--- src/sv/tkh_pkg.sv ---
// Shared types and constants of the top-k min-heap selector.
`default_nettype none

package tkh_pkg;

	localparam int KLIM_W = 7;
	localparam logic [KLIM_W-1:0] KLIM_RESET = 7'd16;
	localparam int DATA_W = 64;
	localparam int QUEUE_DEPTH = 4;

	typedef enum logic {
		OP_PUSH    = 1'b0,
		OP_EXTRACT = 1'b1
	} op_t;

	// doc id in the low half, score in the high half
	typedef struct packed {
		logic signed [31:0] score;
		logic [31:0]        doc;
	} entry_t;

	typedef struct packed {
		op_t    op;
		entry_t ent;
	} cmd_t;

	typedef struct packed {
		logic   present;
		logic   last;
		entry_t ent;
	} res_t;

endpackage

`default_nettype wire

--- src/sv/tkh_ram.sv ---
// Generic RAM: one write port, registered read ports.
`default_nettype none

module tkh_ram #(
	parameter int WIDTH    = 64,
	parameter int DEPTH    = 16,
	parameter int RD_PORTS = 1,
	localparam int AW      = (DEPTH > 1) ? $clog2(DEPTH) : 1
) (
	input  wire logic             clk,
	input  wire logic             we,
	input  wire logic [AW-1:0]    waddr,
	input  wire logic [WIDTH-1:0] wdata,
	input  wire logic [AW-1:0]    raddr [RD_PORTS],
	output logic      [WIDTH-1:0] rdata [RD_PORTS]
);

	logic [WIDTH-1:0] mem_q [DEPTH];

	always_ff @(posedge clk) begin
		if (we) begin
			mem_q[waddr] <= wdata;
		end
	end

	for (genvar p = 0; p < RD_PORTS; p++) begin : g_rd
		always_ff @(posedge clk) begin
			rdata[p] <= mem_q[raddr[p]];
		end
	end

endmodule

`default_nettype wire

--- src/sv/tkh_queue.sv ---
// Short command queue between the front and the heap engine.
`default_nettype none

module tkh_queue (
	input  wire logic          clk,
	input  wire logic          arst_n,
	input  wire logic          in_valid,
	output logic               in_ready,
	input  wire tkh_pkg::cmd_t in_cmd,
	output logic               out_valid,
	input  wire logic          out_ready,
	output tkh_pkg::cmd_t      out_cmd
);

	import tkh_pkg::*;

	localparam int PW = $clog2(QUEUE_DEPTH);

	cmd_t          mem_q [QUEUE_DEPTH];
	logic [PW-1:0] wr_ptr_q;
	logic [PW-1:0] rd_ptr_q;
	logic [PW:0]   cnt_q;
	logic          push;
	logic          pop;

	assign in_ready  = (cnt_q != (PW+1)'(QUEUE_DEPTH));
	assign out_valid = (cnt_q != '0);
	assign out_cmd   = mem_q[rd_ptr_q];
	assign push      = in_valid && in_ready;
	assign pop       = out_valid && out_ready;

	always_ff @(posedge clk or negedge arst_n) begin
		if (!arst_n) begin
			wr_ptr_q <= '0;
			rd_ptr_q <= '0;
			cnt_q    <= '0;
		end else begin
			if (push) begin
				wr_ptr_q <= wr_ptr_q + PW'(1);
			end
			if (pop) begin
				rd_ptr_q <= rd_ptr_q + PW'(1);
			end
			if (push && !pop) begin
				cnt_q <= cnt_q + (PW+1)'(1);
			end else if (pop && !push) begin
				cnt_q <= cnt_q - (PW+1)'(1);
			end
		end
	end

	always_ff @(posedge clk) begin
		if (push) begin
			mem_q[wr_ptr_q] <= in_cmd;
		end
	end

endmodule

`default_nettype wire

--- src/sv/tkh_front.sv ---
// Input stage: takes stream beats and decodes them into heap commands.
`default_nettype none

module tkh_front (
	input  wire logic                        clk,
	input  wire logic                        arst_n,
	input  wire logic                        s_tvalid,
	output logic                             s_tready,
	input  wire logic [tkh_pkg::DATA_W-1:0]  s_tdata,
	input  wire logic                        s_tuser,
	output logic                             cmd_valid,
	input  wire logic                        cmd_ready,
	output tkh_pkg::cmd_t                    cmd
);

	import tkh_pkg::*;

	logic valid_s1;
	cmd_t cmd_s1;

	assign s_tready  = !valid_s1 || cmd_ready;
	assign cmd_valid = valid_s1;
	assign cmd       = cmd_s1;

	always_ff @(posedge clk or negedge arst_n) begin
		if (!arst_n) begin
			valid_s1 <= 1'b0;
		end else if (s_tvalid && s_tready) begin
			valid_s1 <= 1'b1;
		end else if (cmd_ready) begin
			valid_s1 <= 1'b0;
		end
	end

	always_ff @(posedge clk) begin
		if (s_tvalid && s_tready) begin
			cmd_s1.op  <= s_tuser ? OP_EXTRACT : OP_PUSH;
			cmd_s1.ent <= entry_t'(s_tdata);
		end
	end

endmodule

`default_nettype wire

--- src/sv/tkh_engine.sv ---
// Heap engine: sift up/down over the heap RAM, drain and emit results.
`default_nettype none

module tkh_engine #(
	parameter int CAPACITY = 16
) (
	input  wire logic                        clk,
	input  wire logic                        arst_n,
	input  wire logic                        cfg_we,
	input  wire logic [tkh_pkg::KLIM_W-1:0]  cfg_data,
	input  wire logic                        cmd_valid,
	output logic                             cmd_ready,
	input  wire tkh_pkg::cmd_t               cmd,
	output logic                             res_valid,
	input  wire logic                        res_ready,
	output tkh_pkg::res_t                    res
);

	import tkh_pkg::*;

	localparam int AW = (CAPACITY > 1) ? $clog2(CAPACITY) : 1;
	localparam int CW = $clog2(CAPACITY + 1);
	localparam int IW = AW + 2;
	localparam logic [KLIM_W-1:0] CAP_K = KLIM_W'(CAPACITY);

	typedef enum logic [3:0] {
		ST_IDLE,
		ST_SU_STEP,
		ST_SU_EVAL,
		ST_ROOT_READ,
		ST_ROOT_EVAL,
		ST_SD_STEP,
		ST_SD_EVAL,
		ST_POP_READ,
		ST_POP_TAKE,
		ST_EM_READ,
		ST_EM_LOAD,
		ST_EMPTY
	} state_t;

	state_t              state_q;
	logic [KLIM_W-1:0]   k_limit_q;
	logic [CW-1:0]       count_q;
	logic [CW-1:0]       n_q;
	logic [AW-1:0]       pos_q;
	logic [AW-1:0]       e_q;
	entry_t              item_q;
	op_t                 mode_q;
	logic                res_valid_q;
	res_t                res_q;

	// heap RAM: port 0 left child / parent / root, port 1 right child / tail
	logic                heap_we;
	logic [DATA_W-1:0]   heap_wdata;
	logic [AW-1:0]       heap_raddr [2];
	logic [DATA_W-1:0]   heap_rdata [2];
	logic                sort_we;
	logic [AW-1:0]       sort_raddr [1];
	logic [DATA_W-1:0]   sort_rdata [1];

	logic [KLIM_W-1:0]   k_eff;
	logic [AW-1:0]       pos_m1;
	logic [AW-1:0]       parent_idx;
	logic [IW-1:0]       l_ext;
	logic [IW-1:0]       r_ext;
	logic [IW-1:0]       size_ext;
	logic                l_in;
	logic                r_in;
	entry_t              rd0;
	entry_t              rd1;
	entry_t              best_l;
	logic                pick_l;
	logic                pick_r;
	logic                su_move;
	logic                out_free;
	logic                res_load;
	state_t              after_sd;

	tkh_ram #(.WIDTH(DATA_W), .DEPTH(CAPACITY), .RD_PORTS(2)) u_heap_ram (
		.clk   (clk),
		.we    (heap_we),
		.waddr (pos_q),
		.wdata (heap_wdata),
		.raddr (heap_raddr),
		.rdata (heap_rdata)
	);

	tkh_ram #(.WIDTH(DATA_W), .DEPTH(CAPACITY), .RD_PORTS(1)) u_sort_ram (
		.clk   (clk),
		.we    (sort_we),
		.waddr (AW'(n_q)),
		.wdata (heap_rdata[0]),
		.raddr (sort_raddr),
		.rdata (sort_rdata)
	);

	assign k_eff      = (k_limit_q > CAP_K) ? CAP_K : k_limit_q;
	assign pos_m1     = pos_q - AW'(1);
	assign parent_idx = pos_m1 >> 1;
	assign l_ext      = {1'b0, pos_q, 1'b1};
	assign r_ext      = l_ext + IW'(1);
	assign size_ext   = IW'(count_q);
	assign l_in       = (l_ext < size_ext);
	assign r_in       = (r_ext < size_ext);
	assign rd0        = entry_t'(heap_rdata[0]);
	assign rd1        = entry_t'(heap_rdata[1]);
	assign su_move    = (item_q.score < rd0.score);
	assign pick_l     = l_in && (rd0.score < item_q.score);
	assign best_l     = pick_l ? rd0 : item_q;
	assign pick_r     = r_in && (rd1.score < best_l.score);
	assign out_free   = !res_valid_q || res_ready;
	assign res_load   = ((state_q == ST_EM_LOAD) || (state_q == ST_EMPTY)) && out_free;
	assign after_sd   = (mode_q == OP_EXTRACT) ?
		((count_q != '0) ? ST_POP_READ : ST_EM_READ) : ST_IDLE;

	assign cmd_ready     = (state_q == ST_IDLE);
	assign res_valid     = res_valid_q;
	assign res           = res_q;
	assign sort_we       = (state_q == ST_POP_TAKE);
	assign sort_raddr[0] = e_q;
	assign heap_raddr[1] = (state_q == ST_POP_READ) ? AW'(count_q - CW'(1)) : r_ext[AW-1:0];

	always_comb begin
		heap_raddr[0] = '0;
		heap_we       = 1'b0;
		heap_wdata    = item_q;
		unique case (state_q)
			ST_SU_STEP: begin
				heap_raddr[0] = parent_idx;
				heap_we       = (pos_q == '0);
			end
			ST_SU_EVAL: begin
				heap_we    = 1'b1;
				heap_wdata = su_move ? rd0 : item_q;
			end
			ST_SD_STEP: begin
				heap_raddr[0] = l_ext[AW-1:0];
				heap_we       = !l_in;
			end
			ST_SD_EVAL: begin
				heap_we    = 1'b1;
				heap_wdata = pick_r ? rd1 : best_l;
			end
			default: begin
			end
		endcase
	end

	always_ff @(posedge clk or negedge arst_n) begin
		if (!arst_n) begin
			state_q     <= ST_IDLE;
			k_limit_q   <= KLIM_RESET;
			count_q     <= '0;
			n_q         <= '0;
			mode_q      <= OP_PUSH;
			res_valid_q <= 1'b0;
		end else begin
			if (cfg_we) begin
				k_limit_q <= cfg_data;
			end
			if (res_load) begin
				res_valid_q <= 1'b1;
			end else if (res_ready) begin
				res_valid_q <= 1'b0;
			end
			unique case (state_q)
				ST_IDLE: begin
					if (cmd_valid) begin
						mode_q <= cmd.op;
						item_q <= cmd.ent;
						if (cmd.op == OP_EXTRACT) begin
							n_q     <= '0;
							state_q <= (count_q == '0) ? ST_EMPTY : ST_POP_READ;
						end else if (KLIM_W'(count_q) < k_eff) begin
							pos_q   <= AW'(count_q);
							count_q <= count_q + CW'(1);
							state_q <= ST_SU_STEP;
						end else if (count_q != '0) begin
							state_q <= ST_ROOT_READ;
						end
					end
				end
				ST_SU_STEP: begin
					state_q <= (pos_q == '0) ? ST_IDLE : ST_SU_EVAL;
				end
				ST_SU_EVAL: begin
					if (su_move) begin
						pos_q   <= parent_idx;
						state_q <= ST_SU_STEP;
					end else begin
						state_q <= ST_IDLE;
					end
				end
				ST_ROOT_READ: begin
					state_q <= ST_ROOT_EVAL;
				end
				ST_ROOT_EVAL: begin
					if (rd0.score < item_q.score) begin
						pos_q   <= '0;
						state_q <= ST_SD_STEP;
					end else begin
						state_q <= ST_IDLE;
					end
				end
				ST_SD_STEP: begin
					if (!l_in) begin
						e_q     <= AW'(n_q - CW'(1));
						state_q <= after_sd;
					end else begin
						state_q <= ST_SD_EVAL;
					end
				end
				ST_SD_EVAL: begin
					if (pick_r) begin
						pos_q   <= r_ext[AW-1:0];
						state_q <= ST_SD_STEP;
					end else if (pick_l) begin
						pos_q   <= l_ext[AW-1:0];
						state_q <= ST_SD_STEP;
					end else begin
						e_q     <= AW'(n_q - CW'(1));
						state_q <= after_sd;
					end
				end
				ST_POP_READ: begin
					state_q <= ST_POP_TAKE;
				end
				ST_POP_TAKE: begin
					item_q  <= rd1;
					count_q <= count_q - CW'(1);
					n_q     <= n_q + CW'(1);
					pos_q   <= '0;
					state_q <= ST_SD_STEP;
				end
				ST_EM_READ: begin
					state_q <= ST_EM_LOAD;
				end
				ST_EM_LOAD: begin
					if (out_free) begin
						res_q.present <= 1'b1;
						res_q.last    <= (e_q == '0);
						res_q.ent     <= entry_t'(sort_rdata[0]);
						if (e_q == '0) begin
							state_q <= ST_IDLE;
						end else begin
							e_q     <= e_q - AW'(1);
							state_q <= ST_EM_READ;
						end
					end
				end
				ST_EMPTY: begin
					if (out_free) begin
						res_q.present <= 1'b0;
						res_q.last    <= 1'b1;
						res_q.ent     <= '0;
						state_q       <= ST_IDLE;
					end
				end
				default: begin
					state_q <= ST_IDLE;
				end
			endcase
		end
	end

`ifndef NO_ASSERTIONS
	a_pop_dec: assert property (@(posedge clk) disable iff (!arst_n)
		state_q == ST_POP_TAKE |=> count_q == $past(count_q) - CW'(1))
		else $error("pop did not shrink the heap by one");

	a_emit_drained: assert property (@(posedge clk) disable iff (!arst_n)
		state_q == ST_EM_READ |-> (count_q == '0) && (n_q != '0))
		else $error("emit started with a non-empty heap or nothing sorted");

	a_su_pos: assert property (@(posedge clk) disable iff (!arst_n)
		(state_q == ST_SU_STEP || state_q == ST_SU_EVAL) |-> IW'(pos_q) < IW'(count_q))
		else $error("sift-up hole outside the heap");

	a_absent_last: assert property (@(posedge clk) disable iff (!arst_n)
		res_valid_q && !res_q.present |-> res_q.last)
		else $error("empty-heap result without last");
`endif

endmodule

`default_nettype wire

--- src/sv/top_k_min_heap_selector.sv ---
// Top level of the top-k min-heap selector: front stage, command queue, heap engine.
//
// Keeps the K best (doc id, score) pairs; K = min(k_limit, CAPACITY).
// Input channel s_*: one beat per command. s_tuser = 0 pushes the pair in
// s_tdata, s_tuser = 1 extracts everything. A push gives no output beat.
// An extract gives the kept entries on m_* in descending score order with
// m_tlast on the final beat and empties the heap; on an empty heap it gives
// one beat with m_tuser = 0, zero data and m_tlast = 1.
// Timing: an input beat passes a register stage and a 4-deep queue, so up to
// five beats are taken while the engine is busy. A push does one heap RAM
// read and write per level in the engine (levels = log2(CAPACITY)); a replace
// of the root adds a root read. An extract drains the heap into the sort
// buffer, then reads each output beat back from it.
// If m_tready is low the output register holds its beat and the engine waits
// to load the next; the input side keeps filling the queue until it is full.
// Reset (arst_n low) empties heap and queue and sets k_limit to 16.
// Write k_limit (cfg_we, cfg_data) only while the block is idle.
`default_nettype none

module top_k_min_heap_selector #(
	parameter int CAPACITY = 16
) (
	input  wire logic                       clk,
	input  wire logic                       arst_n,
	input  wire logic                       cfg_we,
	input  wire logic [tkh_pkg::KLIM_W-1:0] cfg_data,    // k_limit
	input  wire logic                       s_tvalid,
	output logic                            s_tready,
	input  wire logic [tkh_pkg::DATA_W-1:0] s_tdata,     // doc_id[31:0], score[63:32]
	input  wire logic                       s_tuser,     // operation
	output logic                            m_tvalid,
	input  wire logic                       m_tready,
	output logic [tkh_pkg::DATA_W-1:0]      m_tdata,     // doc_id_res[31:0], score_res[63:32]
	output logic                            m_tuser,     // present
	output logic                            m_tlast      // last
);

	import tkh_pkg::*;

	logic fr_valid;
	logic fr_ready;
	cmd_t fr_cmd;
	logic q_valid;
	logic q_ready;
	cmd_t q_cmd;
	res_t res;

	tkh_front u_front (
		.clk       (clk),
		.arst_n    (arst_n),
		.s_tvalid  (s_tvalid),
		.s_tready  (s_tready),
		.s_tdata   (s_tdata),
		.s_tuser   (s_tuser),
		.cmd_valid (fr_valid),
		.cmd_ready (fr_ready),
		.cmd       (fr_cmd)
	);

	tkh_queue u_queue (
		.clk       (clk),
		.arst_n    (arst_n),
		.in_valid  (fr_valid),
		.in_ready  (fr_ready),
		.in_cmd    (fr_cmd),
		.out_valid (q_valid),
		.out_ready (q_ready),
		.out_cmd   (q_cmd)
	);

	tkh_engine #(.CAPACITY(CAPACITY)) u_engine (
		.clk       (clk),
		.arst_n    (arst_n),
		.cfg_we    (cfg_we),
		.cfg_data  (cfg_data),
		.cmd_valid (q_valid),
		.cmd_ready (q_ready),
		.cmd       (q_cmd),
		.res_valid (m_tvalid),
		.res_ready (m_tready),
		.res       (res)
	);

	// result beat: entry in tdata, present flag in tuser
	assign m_tdata = res.ent;
	assign m_tuser = res.present;
	assign m_tlast = res.last;

endmodule

`default_nettype wire

--- config.mk ---
export PLATFORM = sky130hd
export DESIGN_NAME = top_k_min_heap_selector
export DESIGN_NICKNAME = d
export VERILOG_FILES = /design/src/sv/tkh_pkg.sv /design/src/sv/tkh_ram.sv /design/src/sv/tkh_queue.sv /design/src/sv/tkh_front.sv /design/src/sv/tkh_engine.sv /design/src/sv/top_k_min_heap_selector.sv
export SDC_FILE = /design/constraint.sdc
export NUM_CORES = 2
export LEC_CHECK = 0
export BUFFER_PORTS_ARGS = -buffer_cell sky130_fd_sc_hd__buf_4
export CORE_UTILIZATION = 45
export CTS_BUF_LIST = sky130_fd_sc_hd__clkbuf_8 sky130_fd_sc_hd__clkbuf_16
export DETAILED_ROUTE_END_ITERATION = 7
export HOLD_SLACK_MARGIN = 0.03
export PLACE_DENSITY_LB_ADDON = 0.08
export SYNTH_ARGS = -nofsm -noshare
export SYNTH_HDL_FRONTEND = slang
export SYNTH_SLANG_ARGS = --single-unit
--- constraint.sdc ---
create_clock -name clk -period 15.5 [get_ports clk]
set_clock_uncertainty 0.05 [all_clocks]
set_input_delay 3.1 -clock clk [delete_from_list [all_inputs] [get_ports clk]]
set_output_delay 3.1 -clock clk [all_outputs]
set_load 0.01 [all_outputs]
==> results by group <==
Power
  – P per Cell Area: 204.0 nW/um^2
  – Pleak: 0.04182 uW
  – Worst VDD drop: 0.1750 mV

Routing
  – Routed Antenna Nets: 0
  – Via count: 62.26k
  – Drt initial violations: 6,159
  – Met2 wire length: 152,100 um
  – Total wire length: 314,500 um
  – M1 WL: 133,100 um
  – Post-DR vias/cell: 6.046
  – Avg WL per Cell: 30.54 um
  – DR pass1 iterations: 5
  – Top routing layer in use: met4
  – Met3 routed WL: 17,490 um
  – # DRC: 0

Worst setup path
  – Worst path arrival time: 9.64 ns
  – Critical path type: flop to flop
  – Reg2reg setup slack: 6.39 ns
  – CP Launch Type: flop
  – Crit-path max FO: 42
  – Endpoint class of the critical path: flop
  – Worst EP required: 16.03 ns

Placement
  – Global placer's final weighted congestion: 0.8467
  – Post-DP HPWL: 173,000 um
  – Placed Area: 117,700 sq um
  – IO Port Bufs: 144

Layout
  – P&R area growth vs syn: 13.03%
  – Number of nets in the layout: 6,901
  – Fillers: 20.23k
  – Finished Cell Area: 127,400 sq um
  – Share of cells above drive strength 1: 19.87%

CTS
  – Post-CTS Setup Bufs: 0
  – Root Buffer: clkbuf_16
  – Worst-skew pair later-pin latency: 0.94 ns
  – CTS resizes: 0
  – H-tree depth: 5
  – CTS tree: yes
  – Clock sink count: 2,733
  – Clock-pin slew on the worst setup and hold paths: 0.06 ns
  – Post-CTS Hold Buffers: 0
  – Worst-case clock buffer depth: 4
  – Number of CTS-inserted buffers: 308

Floorplan
  – Die W: 502.4 um
  – Die Y: 502.4 um
  – Starting Density: 45.27%
  – Num rows: 183
  – I/O pin total: 145
  – Die area: 252,400 sq um
  – Core area: 248,900 sq um

STA
  – Setup TNS Final: 0 ns
  – Tcrit/Tclk final: 58.76%
  – RSZ-0062 raised after global routing: false
  – Slew @ Worst Pin: 1.266 ns
  – Final hold vios: 0
  – Final setup vio count: 0
  – Fin crit period: 9.108 ns
  – Fmax: 109.8 MHz
  – Slew headroom: 15.62%
  – Final Slew Violations: 0

Yosys
  – Leading area contributor after synthesis: edfxtp_1
  – Synth area leaders: edfxtp_1, mux4_2, dfxtp_1
  – Top cells by count, synth: edfxtp_1, nand2_1, mux4_2
  – Flops & latches, synth: 2,733
  – Most frequent cell after synthesis: edfxtp_1
  – Syn avg cell area: 17.09 sq um
  – Post-synth top area share: 66.92%
  – Syn nets: 6,765
  – Warnings from Yosys: 0
  – Post-synth cell types: 62
  – Synth async-reset ratio: 1.098%
  – Post-Syn Instances: 6,595
  – Sequential area share after synthesis: 70.99%
  – Netlist Area Pre-Place: 112,700 sq um
  – Number of synthesized flops with an enable pin: 2,511
  – Ys flop type: edfxtp_1

Global routing
  – GRT Total Usage: 24.79%
  – Pin count of the biggest net entering global routing: 194
  – Gr ovfl total: 0
  – Antenna violations before repair: 11
  – First-pass GRT wire length: 448,500 um
  – Vias in the first global route: 63.35k

Job
  – Max-cap violations: 0

Min path
  – Hold crit path type: flop to flop

Run status
  – Status: finished, final reports clean
## worst max-delay path: stages, from the launching register on
cell,delay [ns]
dfxtp_1,0.83
ha_1,0.38
a21oi_1,0.15
o21ai_0,0.12
a221oi_1,0.59
o22ai_1,0.32
nor4b_4,0.34
buf_4,0.36
mux2i_1,0.13
ha_1,0.52
nand4_1,0.25
nor4_1,0.76
nand2_1,0.33
a21oi_1,0.42
nor3_1,0.09
o21ai_0,0.74
and4_4,0.43
or2_4,0.35
buf_4,0.77
a221o_1,0.80
## worst paths after layout
| path | startpoint | to | cells past startpoint |
|---|---|---|---|
| worst max register to register | u_engine.u_heap_ram.rdata[119] | u_engine.u_heap_ram.mem_q[8][33] | 19 |
| worst max-delay path | u_engine.u_heap_ram.rdata[119] | u_engine.u_heap_ram.mem_q[8][33] | 19 |
| worst min register to register | u_front.cmd[15] | u_queue.mem_q[2][15] | 0 |
| worst min-delay path | u_front.cmd[15] | u_queue.mem_q[2][15] | 0 |
| min in group asynchronous | arst_n | u_queue.cnt_q[1] | 1 |
| max in group asynchronous | arst_n | u_queue.rd_ptr_q[1] | 1 |
## per-stage QoR
step | utilization (%) | setup WS, ns | std cells | total power [uW] | hold WS (ns)
floorplan | - | 7.523 | 6595 | 16060 | 0.4087
global placement | 47.29 | 6.675 | 9751 | 19100 | 0.4235
detailed placement | 47.29 | 6.599 | 9751 | 19210 | 0.4355
CTS | 51.17 | 6.554 | 10300 | 26150 | 0.4385
global route | 51.17 | 6.084 | 10300 | 27110 | 0.4508
finish | 51.17 | 6.392 | 10300 | 25990 | 0.4392
## power by group
part	total [uW]	switching (uW)	internal [uW]
logic	7980	5190	2790
clock network	6940	2850	4090
registers	11100	1040	10000
total	26000	9070	16900
## cells in the final DEF (no fill, tap or decap), types with 18 or more instances in the layout
cell       synthesis  layout
clkbuf_16          0     311
a21oi_1          234     232
o21ai_0           43      42
clkinv_2           0      42
and2_1           329     322
nor2b_1          128     128
buf_4              1     277
a221o_1           62      62
a211oi_1         386     386
o22ai_1           25      25
inv_1             58     146
nand3_1           27      25
edfxtp_1        2511    2511
a311oi_1         130     129
nor2_1            55      35
nor3_1            26      18
dfxtp_1          192     192
ha_1              92      92
clkinv_1           0      31
nor2_4             0      20
clkbuf_8           0      37
mux2i_1          164     163
nand2_1          765     763
mux4_2           601     601
a31oi_1          152     151
dfrtp_1           29      27
## flip-flops by register name, indices dropped and copies added, names as in the netlist
name	flops
u_engine.count_q	5
u_engine.e_q	4
u_engine.item_q	64
u_engine.k_limit_q	7
u_engine.mode_q	1
u_engine.n_q	4
u_engine.pos_q	4
u_engine.res	66
u_engine.res_valid	1
u_engine.state_q	4
u_engine.u_heap_ram.mem_q	1024
u_engine.u_heap_ram.rdata	128
u_engine.u_sort_ram.mem_q	1024
u_engine.u_sort_ram.rdata	64
u_front.cmd	65
u_front.cmd_valid	1
u_queue.cnt_q	3
u_queue.mem_q	260
u_queue.rd_ptr_q	2
u_queue.wr_ptr_q	2
## per-layer routing
metal / track usage, % / vias to the layer above
met4: 9.330 / 0
met5: 0 / -
li1: - / 26780
met3: 3.228 / 489
met1: 33.92 / 32890
met2: 40.60 / 2106
## cell families (layout without fill, tap and decap cells)
family,Yosys count,in the layout,share of synthesized area (%)
fa+ha+maj,93,93,1.039
other cells,0,3,0
flops,2733,2733,70.99
mux,775,775,13.57
simple gates,1381,1381,5.809
xor+xnor,23,23,0.1788
compound gates,1072,1072,6.638
buf+inv,518,889,1.772
## layout make-up
type                            count  area [sq um]  area share [%]
Clock inverter                    197          1354           1.063
Inverter                           59         221.5          0.1739
Timing Repair Buffer              285          2240           1.758
Tap cell                         3330          4167           3.271
Clock buffer                      348          8292           6.510
Multi-Input combinational cell   3344         31080           24.40
Sequential cell                  2733         80010           62.82
Antenna cell                        3         7.507        0.005894
No activity file was read; power rests on OpenSTA's default activity.
